===== config.mk =====
export PLATFORM = sky130hd
export DESIGN_NAME = slot_table_lru_allocator
export DESIGN_NICKNAME = d
export VERILOG_FILES = /design/src/hdl/stla_pkg.sv /design/src/hdl/stla_ram.sv /design/src/hdl/slot_table_lru_allocator.sv
export SDC_FILE = /design/constraint.sdc
export NUM_CORES = 2
export LEC_CHECK = 0
export BUFFER_PORTS_ARGS = -buffer_cell sky130_fd_sc_hd__buf_2
export CAP_MARGIN = 0
export CORE_MARGIN = 3
export CORE_UTILIZATION = 30
export DETAILED_ROUTE_END_ITERATION = 6
export MAX_ROUTING_LAYER = met4
export PLACE_DENSITY = 0.47
export RECOVER_POWER = 100
export SYNTH_ARGS = -nofsm -noshare
export SYNTH_HDL_FRONTEND = slang
export SYNTH_SLANG_ARGS = --single-unit

===== constraint.sdc =====
create_clock -name i_clk -period 8.2 [get_ports i_clk]
set_clock_uncertainty 0.05 [all_clocks]
set_input_delay 0 -clock i_clk [delete_from_list [all_inputs] [get_ports i_clk]]
set_output_delay 0 -clock i_clk [all_outputs]
set_load 0.02 [all_outputs]

===== src/hdl/stla_pkg.sv =====
`timescale 1ns / 1ps
`default_nettype none
// ----------------------------------------------------------------------------
// stla_pkg - shared definitions for the slot table LRU allocator
// Field widths, command codes and parameter defaults.
// ----------------------------------------------------------------------------
package stla_pkg;

    localparam int CMD_W  = 3;
    localparam int ID_W   = 15;
    localparam int AGE_W  = 32;
    localparam int SLOT_W = 5;

    localparam int DEF_SLOTS  = 32;
    localparam int DEF_MAX_ID = 32767;

    typedef logic [CMD_W-1:0] t_cmd;
    typedef logic [ID_W-1:0]  t_id;
    typedef logic [AGE_W-1:0] t_age;

    localparam t_cmd CMD_LOOKUP = 3'd0;
    localparam t_cmd CMD_ALLOC  = 3'd1;
    localparam t_cmd CMD_TOUCH  = 3'd2;
    localparam t_cmd CMD_KILL   = 3'd3;
    localparam t_cmd CMD_CLEAR  = 3'd4;
    localparam t_cmd CMD_SETCUR = 3'd5;

endpackage
`default_nettype wire


===== src/hdl/stla_ram.sv =====
`timescale 1ns / 1ps
`default_nettype none
// ----------------------------------------------------------------------------
// stla_ram - generic single-write, single-read RAM
// One write port, one read port with registered read data.
// ----------------------------------------------------------------------------
module stla_ram #(
    parameter int WIDTH = 8,
    parameter int DEPTH = 32
) (
    input  wire logic                     i_clk,
    input  wire logic                     i_we,
    input  wire logic [$clog2(DEPTH)-1:0] i_waddr,
    input  wire logic [WIDTH-1:0]         i_wdata,
    input  wire logic [$clog2(DEPTH)-1:0] i_raddr,
    output logic      [WIDTH-1:0]         o_rdata
);

    logic [WIDTH-1:0] r_mem [DEPTH];

    always_ff @(posedge i_clk) begin
        if (i_we) begin
            r_mem[i_waddr] <= i_wdata;
        end
        o_rdata <= r_mem[i_raddr];
    end

endmodule
`default_nettype wire


===== src/hdl/slot_table_lru_allocator.sv =====
`timescale 1ns / 1ps
`default_nettype none
// ----------------------------------------------------------------------------
// slot_table_lru_allocator - id slot table with LRU replacement and a pinned id
// Lookup, allocate, touch, kill, clear and pin over SLOTS entries, scanned
// one entry per cycle through an id RAM and an age RAM.
// ----------------------------------------------------------------------------
//  channel | direction | handshake                  | payload
//  --------+-----------+----------------------------+-------------------------
//  in      | input     | i_in_valid / o_in_stall    | i_cmd, i_target_id
//  out     | output    | o_out_valid / i_out_stall  | o_status, o_slot_index,
//          |           |                            | o_result_id, o_evicted,
//          |           |                            | o_evicted_id,
//          |           |                            | o_current_cleared
//
//  Lookup, touch and kill end the scan at a match and allocate at the first empty
//  slot, while clear always scans every slot; the scan reads one slot per cycle
//  from the RAMs and compares it in a single id/age compare unit. Set current
//  and unknown codes skip the scan.
//  Synchronous active-low reset empties every slot at once through per-slot
//  valid bits. A result held by i_out_stall holds the block in its final step;
//  the next item is accepted while an earlier result is still waiting.
// ----------------------------------------------------------------------------
module slot_table_lru_allocator
    import stla_pkg::*;
#(
    parameter int SLOTS  = DEF_SLOTS,
    parameter int MAX_ID = DEF_MAX_ID
) (
    input  wire logic              i_clk,
    input  wire logic              i_rst_n,
    input  wire logic              i_in_valid,
    output logic                   o_in_stall,
    input  wire logic [CMD_W-1:0]  i_cmd,
    input  wire logic [ID_W-1:0]   i_target_id,
    output logic                   o_out_valid,
    input  wire logic              i_out_stall,
    output logic                   o_status,
    output logic      [SLOT_W-1:0] o_slot_index,
    output logic      [ID_W-1:0]   o_result_id,
    output logic                   o_evicted,
    output logic      [ID_W-1:0]   o_evicted_id,
    output logic                   o_current_cleared
);

    localparam int IW = $clog2(SLOTS);
    localparam int CW = $clog2(SLOTS + 1);

    localparam logic [1:0] ST_IDLE   = 2'd0;
    localparam logic [1:0] ST_SCAN   = 2'd1;
    localparam logic [1:0] ST_UPDATE = 2'd2;

    // control state
    logic [1:0]       r_state, n_state;
    logic [SLOTS-1:0] r_valid, n_valid;
    t_id              r_next_id, n_next_id;
    t_age             r_age_cnt, n_age_cnt;
    t_id              r_cur, n_cur;
    logic             r_out_valid, n_out_valid;

    // item and scan registers
    t_cmd             r_cmd, n_cmd;
    t_id              r_tid, n_tid;
    logic [CW-1:0]    r_addr, n_addr;
    logic             r_dv, n_dv;
    logic [IW-1:0]    r_didx, n_didx;
    logic             r_found, n_found;
    logic [IW-1:0]    r_sel, n_sel;
    t_age             r_best_age, n_best_age;
    logic [IW-1:0]    r_best_idx, n_best_idx;
    t_id              r_best_id, n_best_id;
    logic             r_cc, n_cc;

    // result registers
    logic              r_status, n_status;
    logic [SLOT_W-1:0] r_slot, n_slot;
    t_id               r_rid, n_rid;
    logic              r_ev, n_ev;
    t_id               r_evid, n_evid;
    logic              r_occ, n_occ;

    // RAM ports
    logic          id_we, age_we;
    logic [IW-1:0] wslot;
    t_id           rd_id;
    t_age          rd_age;

    logic          in_acc, out_free, issue, scan_done;
    logic          rd_valid, hit, is_find;
    logic [IW-1:0] a_slot;
    logic          a_cc;

    stla_ram #(.WIDTH(ID_W), .DEPTH(SLOTS)) u_id_ram (
        .i_clk   (i_clk),
        .i_we    (id_we),
        .i_waddr (wslot),
        .i_wdata (r_next_id),
        .i_raddr (r_addr[IW-1:0]),
        .o_rdata (rd_id)
    );

    stla_ram #(.WIDTH(AGE_W), .DEPTH(SLOTS)) u_age_ram (
        .i_clk   (i_clk),
        .i_we    (age_we),
        .i_waddr (wslot),
        .i_wdata (r_age_cnt),
        .i_raddr (r_addr[IW-1:0]),
        .o_rdata (rd_age)
    );

    assign o_in_stall = (r_state != ST_IDLE);
    assign in_acc     = i_in_valid && !o_in_stall;
    assign out_free   = !r_out_valid || !i_out_stall;

    assign is_find  = (r_cmd == CMD_LOOKUP) || (r_cmd == CMD_TOUCH) || (r_cmd == CMD_KILL);
    assign rd_valid = r_valid[r_didx];
    assign hit      = rd_valid && (rd_id == r_tid);

    always_comb begin
        scan_done = 1'b0;
        if (r_dv) begin
            scan_done = (r_didx == IW'(SLOTS - 1))
                     || (is_find && hit)
                     || ((r_cmd == CMD_ALLOC) && !rd_valid);
        end
    end

    assign issue = (r_state == ST_SCAN) && (r_addr != CW'(SLOTS)) && !scan_done;

    // allocate target: first empty slot, else the oldest unpinned one
    assign a_slot = r_found ? r_sel : r_best_idx;
    assign a_cc   = !r_found && (r_best_id == r_cur);

    always_comb begin
        n_state     = r_state;
        n_valid     = r_valid;
        n_next_id   = r_next_id;
        n_age_cnt   = r_age_cnt;
        n_cur       = r_cur;
        n_out_valid = r_out_valid && i_out_stall;
        n_cmd       = r_cmd;
        n_tid       = r_tid;
        n_addr      = r_addr;
        n_dv        = r_dv;
        n_didx      = r_didx;
        n_found     = r_found;
        n_sel       = r_sel;
        n_best_age  = r_best_age;
        n_best_idx  = r_best_idx;
        n_best_id   = r_best_id;
        n_cc        = r_cc;
        n_status    = r_status;
        n_slot      = r_slot;
        n_rid       = r_rid;
        n_ev        = r_ev;
        n_evid      = r_evid;
        n_occ       = r_occ;
        id_we       = 1'b0;
        age_we      = 1'b0;
        wslot       = r_sel;

        case (r_state)
            ST_IDLE: begin
                if (in_acc) begin
                    n_cmd      = i_cmd;
                    n_tid      = i_target_id;
                    n_addr     = '0;
                    n_dv       = 1'b0;
                    n_found    = 1'b0;
                    n_sel      = '0;
                    n_best_age = '1;
                    n_best_idx = '0;
                    n_best_id  = '0;
                    n_cc       = 1'b0;
                    if ((i_cmd == CMD_SETCUR) || (i_cmd > CMD_SETCUR)) begin
                        n_state = ST_UPDATE;
                    end else begin
                        n_state = ST_SCAN;
                    end
                end
            end

            ST_SCAN: begin
                n_dv = issue;
                if (issue) begin
                    n_addr = r_addr + CW'(1);
                    n_didx = r_addr[IW-1:0];
                end
                if (r_dv) begin
                    // slot 0 is the fallback victim when every slot is pinned
                    if (r_didx == '0) begin
                        n_best_id = rd_valid ? rd_id : '0;
                    end
                    case (r_cmd)
                        CMD_LOOKUP, CMD_TOUCH, CMD_KILL: begin
                            if (hit) begin
                                n_found = 1'b1;
                                n_sel   = r_didx;
                            end
                        end
                        CMD_ALLOC: begin
                            if (!rd_valid) begin
                                n_found = 1'b1;
                                n_sel   = r_didx;
                            end else if ((rd_id != r_cur) && !(rd_age > r_best_age)) begin
                                // ties go to the later slot
                                n_best_age = rd_age;
                                n_best_idx = r_didx;
                                n_best_id  = rd_id;
                            end
                        end
                        CMD_CLEAR: begin
                            if (rd_valid && (rd_id == r_cur)) begin
                                n_cc = 1'b1;
                            end
                        end
                        default: ;
                    endcase
                end
                if (scan_done) begin
                    n_state = ST_UPDATE;
                end
            end

            ST_UPDATE: begin
                if (out_free) begin
                    n_state     = ST_IDLE;
                    n_out_valid = 1'b1;
                    n_status    = 1'b0;
                    n_slot      = '0;
                    n_rid       = '0;
                    n_ev        = 1'b0;
                    n_evid      = '0;
                    n_occ       = 1'b0;
                    case (r_cmd)
                        CMD_LOOKUP, CMD_TOUCH, CMD_KILL: begin
                            if (!r_found) begin
                                n_status = 1'b1;
                            end else begin
                                n_slot = SLOT_W'(r_sel);
                                n_rid  = r_tid;
                                if (r_cmd == CMD_TOUCH) begin
                                    age_we    = 1'b1;
                                    n_age_cnt = r_age_cnt + AGE_W'(1);
                                end else if (r_cmd == CMD_KILL) begin
                                    n_valid[r_sel] = 1'b0;
                                    if (r_tid == r_cur) begin
                                        n_cur = '0;
                                        n_occ = 1'b1;
                                    end
                                end
                            end
                        end
                        CMD_ALLOC: begin
                            wslot          = a_slot;
                            id_we          = 1'b1;
                            age_we         = 1'b1;
                            n_valid[a_slot] = 1'b1;
                            n_age_cnt      = r_age_cnt + AGE_W'(1);
                            n_next_id      = (r_next_id < ID_W'(MAX_ID))
                                           ? r_next_id + ID_W'(1) : ID_W'(1);
                            n_slot         = SLOT_W'(a_slot);
                            n_rid          = r_next_id;
                            n_ev           = !r_found;
                            n_evid         = r_found ? '0 : r_best_id;
                            n_occ          = a_cc;
                            if (a_cc) begin
                                n_cur = '0;
                            end
                        end
                        CMD_CLEAR: begin
                            n_valid   = '0;
                            n_age_cnt = AGE_W'(1);
                            n_occ     = r_cc;
                            if (r_cc) begin
                                n_cur = '0;
                            end
                        end
                        CMD_SETCUR: begin
                            n_cur = r_tid;
                            n_rid = r_tid;
                        end
                        default: begin
                            n_status = 1'b1;
                        end
                    endcase
                end
            end

            default: begin
                n_state = ST_IDLE;
            end
        endcase
    end

    always_ff @(posedge i_clk) begin
        if (!i_rst_n) begin
            r_state     <= ST_IDLE;
            r_valid     <= '0;
            r_next_id   <= ID_W'(1);
            r_age_cnt   <= AGE_W'(1);
            r_cur       <= '0;
            r_out_valid <= 1'b0;
            r_dv        <= 1'b0;
        end else begin
            r_state     <= n_state;
            r_valid     <= n_valid;
            r_next_id   <= n_next_id;
            r_age_cnt   <= n_age_cnt;
            r_cur       <= n_cur;
            r_out_valid <= n_out_valid;
            r_dv        <= n_dv;
        end
    end

    always_ff @(posedge i_clk) begin
        r_cmd      <= n_cmd;
        r_tid      <= n_tid;
        r_addr     <= n_addr;
        r_didx     <= n_didx;
        r_found    <= n_found;
        r_sel      <= n_sel;
        r_best_age <= n_best_age;
        r_best_idx <= n_best_idx;
        r_best_id  <= n_best_id;
        r_cc       <= n_cc;
        r_status   <= n_status;
        r_slot     <= n_slot;
        r_rid      <= n_rid;
        r_ev       <= n_ev;
        r_evid     <= n_evid;
        r_occ      <= n_occ;
    end

    assign o_out_valid       = r_out_valid;
    assign o_status          = r_status;
    assign o_slot_index      = r_slot;
    assign o_result_id       = r_rid;
    assign o_evicted         = r_ev;
    assign o_evicted_id      = r_evid;
    assign o_current_cleared = r_occ;

endmodule
`default_nettype wire

== Word-level counts from Yosys, hierarchy flattened ==
Memory sizes are Yosys's and may differ from the RTL's. A register that Yosys moved wholly into a read port is not among the register bits.
Index checks and enable logic that the tools add are counted.

* RAM bits: 1504
* Memories kept: 2
* Bits in registers: 224
* Output and inout port bits: 40
* Word-level logic and storage cells: 219
* Bits of input ports: 22

{| class="wikitable"
|+ Memories
! name !! depth !! width !! rd ports !! clocked after Yosys merged registers in !! wr ports !! line !! text
|-
| u_age_ram.r_mem || 32 || 32 || 1 || 1 || 1 || stla_ram.sv:19 || <nowiki>logic [WIDTH-1:0] r_mem [DEPTH];</nowiki>
|-
| u_id_ram.r_mem || 32 || 15 || 1 || 1 || 1 || stla_ram.sv:19 ||
|}

* Bitwise operators: 4
* $add $sub $neg: 3
* $lt $le $gt $ge: 8
* Reduce and logical (&&, ||, !) cells: 49
* Multiplexer cells: 95
* Equality and inequality tests: 35

{| class="wikitable"
|+ Operator list
! kind !! number
|-
| $mux W32 || 10
|-
| $mux W15 || 15
|-
| $pmux W32 S3 || 2
|-
| $mux W5 || 13
|-
| $pmux W32 S2 || 1
|-
| $eq A15 B15 Y1 || 4
|-
| $pmux W15 S4 || 1
|-
| $pmux W15 S3 || 1
|-
| $pmux W5 S2 || 4
|-
| $add A32 B1 Y32 const B || 1
|-
| $and A32 B32 Y32 || 1
|-
| $gt A32 B32 Y1 || 1
|-
| $not A32 Y32 || 1
|-
| $or A32 B32 Y32 || 1
|-
| $pmux W15 S2 || 1
|-
| $mux W1 || 29
|-
| $ne A2 B2 Y1 const B || 14
|-
| $lt A5 B6 Y1 const B || 3
|-
| $reduce_and A6 Y1 || 3
|-
| $add A15 B1 Y15 const B || 1
|-
| $lt A15 B15 Y1 const B || 1
|-
| $ne A15 B15 Y1 || 1
|-
| $logic_and A1 B1 Y1 || 12
|-
| $mux W6 || 2
|-
| other kinds (35) || 71
|}

== Longest topological paths before layout ==
* Depth after elaboration: 11
* Gate-level depth with buffers: 10

== Cells and area by module ==
Synthesis repeated with hierarchy kept, for this count alone.

* Cells, all modules: 4442
* Area total of the unflattened synthesis: 70933.0 µm²

{| class="wikitable"
|+ By module, submodules not included
! module !! cells an instance !! area each (µm²) !! sequential area each (µm²) !! times used
|-
| stla_ram (u_age_ram) || 2260 || 40485.1 || 31390.1 || 1
|-
| stla_ram (u_id_ram) || 1075 || 19208.4 || 14714.1 || 1
|-
| slot_table_lru_allocator || 1107 || 11239.5 || 5745.5 || 1
|}

== Least setup slack after synthesis ==
OpenSTA, ideal clock, no wires.

* Kind: reg-to-reg
* Start: register r_state[1]
* End: memory u_age_ram.r_mem[15][0] (netlist bit), enable pin
* Period minus slack after synthesis: 3.852 ns
* Buffers on the path: 0
* Arrival: 3.381 ns
* Setup slack: 4.348 ns
* Stages on the path, launching flop included: 8
* Path through: dfxtp_1 > nor2b_1 > nand2_1 > inv_2 > o21ai_0 > nor2_1 > nand2_1 > nor2_1

* Cells in the longest elaborated chain, start to end: 4
* Elaborated cells between the ends (all ways): 5
* Classes of those cells: eq/ne (1); mux (4)

{| class="wikitable"
|+ Ends and longest elaborated chain
! what !! line !! text
|-
| start, declared || slot_table_lru_allocator.sv:54 || <nowiki>logic [1:0] r_state, n_state;</nowiki>
|-
| start signal, assigned || slot_table_lru_allocator.sv:306 || <nowiki>r_state <= n_state;</nowiki>
|-
| $eq A2 B2 Y1 (*) || slot_table_lru_allocator.sv:162 || <nowiki>case (r_state)</nowiki>
|-
| $mux W1 || slot_table_lru_allocator.sv:162 ||
|-
| $mux W1 || stla_ram.sv:22 || <nowiki>if (i_we) begin</nowiki>
|-
| $mux W1 (not written as such) || stla_ram.sv:23 || <nowiki>r_mem[i_waddr] <= i_wdata;</nowiki>
|-
| end, declared || stla_ram.sv:19 ||
|}

Mark *: on every way between the ends. The rest lies on a longest branch, timed or not.

== Worst setup path after layout ==
* Start: register r_state[1]
* End: memory u_age_ram.r_mem[2][1] (netlist bit), enable pin

Same word-level chain as after synthesis.

==> impl_metrics.py <==
metrics = {
    "outcome": {
        "status": "complete, but fails checks",
        "violations": "capacitance limit, slew limit",
    },
    "synthesis": {
        "yosysSeqAreaShare": 0.746,
        "synthMuxAreaShare": 0.165,
        "synthSimpleGateAreaFrac": 0.0342,
        "synth_top_family_by_area": "multiplexers",
        "netlist-cell-type-count": 65,
        "ys_top_cells_by_area": "edfxtp_1 70%, mux4_2 15%, dfxtp_1 4.2%",
        "synthCells": 3396,
        "synth_nets": 3454,
        "synth_flop_cell": "edfxtp_1",
        "synth-edff-count": 1630,
        "yosys_warnings": 0,
        "synth-compound-area-share": 0.0219,
        "synth_xor_area_frac": 0.0131,
        "synth-adder-area-share": 0.00648,
        "async_flop_share": 0,
        "syn-cell-area_mm2": 0.0695,
        "syn_area_per_cell_um2": 20.5,
        "synth-seq-cells": 1775,
        "yosys.area.top_type": "edfxtp_1",
        "netlist.area_leader.share": 0.704,
    },
    "global_route": {
        "grt_max_degree": 136,
        "grtUsageTotal": 0.155,
        "overflow": 0,
        "grt_first_pass_wirelength_um": 258000,
        "antenna_found_initial": 10,
        "grt_pass1_vias": 33673,
    },
    "floorplan": {
        "start_util": 0.302,
        "die_w_um": 487,
        "die_height_um": 487,
        "ios": 62,
        "die_area_mm2": 0.238,
        "rows": 176,
        "coreArea_mm2": 0.230,
    },
    "critical_path": {
        "cp_cell_sequence": "nor2b_1 > nand2_1 > inv_1 > o21ai_0 > nor2_1 > nand2_1 > nor2_2",
        "path_max_fanout": 41,
        "critPathCaptureType": "flip-flop",
        "cpPeakStageDelay_ns": 1.81,
        "required_ns": 8.54,
        "critical-path-top-delay-family": "simple AND/OR/NAND/NOR gates",
        "arrival_ns": 6.56,
        "cp_slowest_cell": "nor2_2",
        "start_kind": "flip-flop",
        "path_buf_inv": 1,
        "critPathMostFrequentCell": "nand2_1",
        "crit_type": "flip-flop to flip-flop",
    },
    "clock_network": {
        "tritoncts": "built",
        "cts_setup_buffers": 0,
        "clkTransAtPathRegs_ns": 0.06,
        "insertion_delay_ns": 0.83,
        "cts_buffer_depth": 3,
        "numCtsBuffers": 182,
        "clock-root-buffer": "clkbuf_16",
        "clkSinkCount": 1775,
        "htreeDepth": 4,
    },
    "power_and_ir_drop": {
        "leakagePower_nw": 26.2,
        "powerDensity_mw_per_mm2": 258,
        "peakVddDrop_v": 0.000246,
    },
    "timing": {
        "worstMarginPinSlew_ns": 4.38,
        "period_needed_ns": 6.22,
        "maxSlewViolCount": 2934,
        "setup_viol": 0,
        "fmax_mhz": 161,
        "hold_viol": 0,
        "slew_headroom": -1.92,
        "finalCritPeriodShare": 0.759,
        "setup_tns_ns": 0,
        "timing.final.ws_setup_ns": 1.98,
        "rsz0062_at_grt": "false",
    },
    "route": {
        "postRouteAntennaNets": 0,
        "drc_errors": 0,
        "vias": 33320,
        "drt-pass1-iter-count": 7,
        "drt-initial-drc-count": 3067,
        "drt_wl_total_um": 180000,
        "routedWlPerCell_um": 26.5,
        "via_per_inst": 4.92,
    },
    "placed_design": {
        "dpl.cell_count": 6385,
        "dp_hpwl_um": 109000,
        "gp_congestion": 0.791,
        "post-place-ws_ns": 3.10,
        "portBuffers": 61,
    },
    "finish": {
        "layout_commonest_cell": "edfxtp_1",
        "syn_to_final_growth_pct": 15.0,
        "mostFrequentLayoutCells": "1630 x edfxtp_1, 473 x mux4_2, 183 x clkbuf_16, 145 x dfxtp_1, 114 x clkbuf_1",
        "fin_nets": 3640,
        "finalNonFillerCells": 6775,
        "drive_above_1_share": 0.240,
    },
    "hold_path": {
        "worst_hold_path_type": "input port to flip-flop",
    },
    "job": {
        "cap_violations": 90,
    },
}
## through the flow
step           utilization  hold WS, ns  instance area, µm²  total power, mW
6_report             0.347        0.119               80000             20.7
3_5_place_dp         0.321        0.129               73900             12.4
3_3_place_gp         0.321        0.131               73900             12.4
4_1_cts              0.349       0.0206               80400             21.0
2_1_floorplan            -       0.0489               69500             11.6
5_1_grt              0.347        0.101               80000             21.4
## final timing paths
kind / from / endpoint / slack (ns) / cells past startpoint
worst min register to register: r_valid[24]$_SDFFE_PN0P_ / r_valid[24]$_SDFFE_PN0P_ / 0.42 / 2
worst max-delay path: r_state[1]$_SDFFE_PN0P_ / u_age_ram.r_mem[2][1]$_DFFE_PP_ / 1.98 / 7
worst max register to register: r_state[1]$_SDFFE_PN0P_ / u_age_ram.r_mem[2][1]$_DFFE_PP_ / 1.98 / 7
worst min-delay path: i_out_stall / o_out_valid$_SDFF_PN0_ / 0.12 / 4
## cells in the mapped netlist (all sizes together), types with 3 or more instances
library cell / number
a21boi: 3
a21o: 3
a21oi: 67
a22o: 20
a22oi: 23
a2bb2oi: 3
a31oi: 14
and2: 24
and3: 8
and4: 3
buf: 53
clkbuf: 121
dfxtp: 145
edfxtp: 1630
ha: 36
inv: 45
mux2: 53
mux2i: 19
mux4: 475
nand2: 94
nand2b: 46
nand3: 47
nand3b: 6
nand4: 37
nor2: 155
nor2b: 10
nor3: 15
nor3b: 5
nor4: 14
o21a: 21
o21ai: 63
or2: 10
or3: 7
xnor2: 54
xor2: 50
## sequential cells by signal, summed over array words and instances (netlist names), 6 cells and up
name / flops
r_valid: 32
u_age_ram.r_mem: 1024
u_age_ram.o_rdata: 32
u_id_ram.r_mem: 480
r_best_age: 32
r_tid: 15
u_id_ram.o_rdata: 15
o_evicted_id: 15
r_cur: 15
r_addr: 6
r_best_id: 15
r_age_cnt: 32
r_next_id: 15
o_result_id: 15
## per-layer routing
metal  GRT usage  share of wire  vias up
met5           -              0        -
met4      0.0456          0.026        0
met3      0.0272          0.054      225
met2       0.233           0.46      894
met1       0.216           0.45    17900
li1            -              -    14301
## cell families after synthesis
group | Yosys count
AOI/OAI and AO/OA | 232
buffers and inverters | 219
xor gates and xnor gates | 104
muxes | 547
and+or+nand+nor | 483
DFF | 1775
adders and majority gates | 36
## where the power goes
part           internal (mW)  total (mW)  switching, mW
clock                   4.90        8.50           3.60
combinational          0.892        2.04           1.15
sequential              9.91        10.1          0.208
## final cells by class
| class | count | area (µm²) |
|---|---|---|
| antenna | 6 | 15.0 |
| fill | 21502 | 150000 |
| multi-input combinational | 1402 | 16900 |
| clock buffer | 226 | 4850 |
| sequential | 1775 | 51800 |
| timing repair buffer | 176 | 1110 |
| inverter | 45 | 169 |
| tap | 3026 | 3790 |
| clock inverter | 119 | 1290 |
## what timing repair did
action	in CTS	in global routing
hold buffers	39	0
resized for setup	0	0
hold endpoints to repair	83	0
## tightest hold or removal path, cell delays in order
cell	delay (ns)
dlygate4sd3_1	0.54
buf_2	0.14
nand2_1	0.17
a21oi_1	0.10
Power figures use the tool's default switching activity.
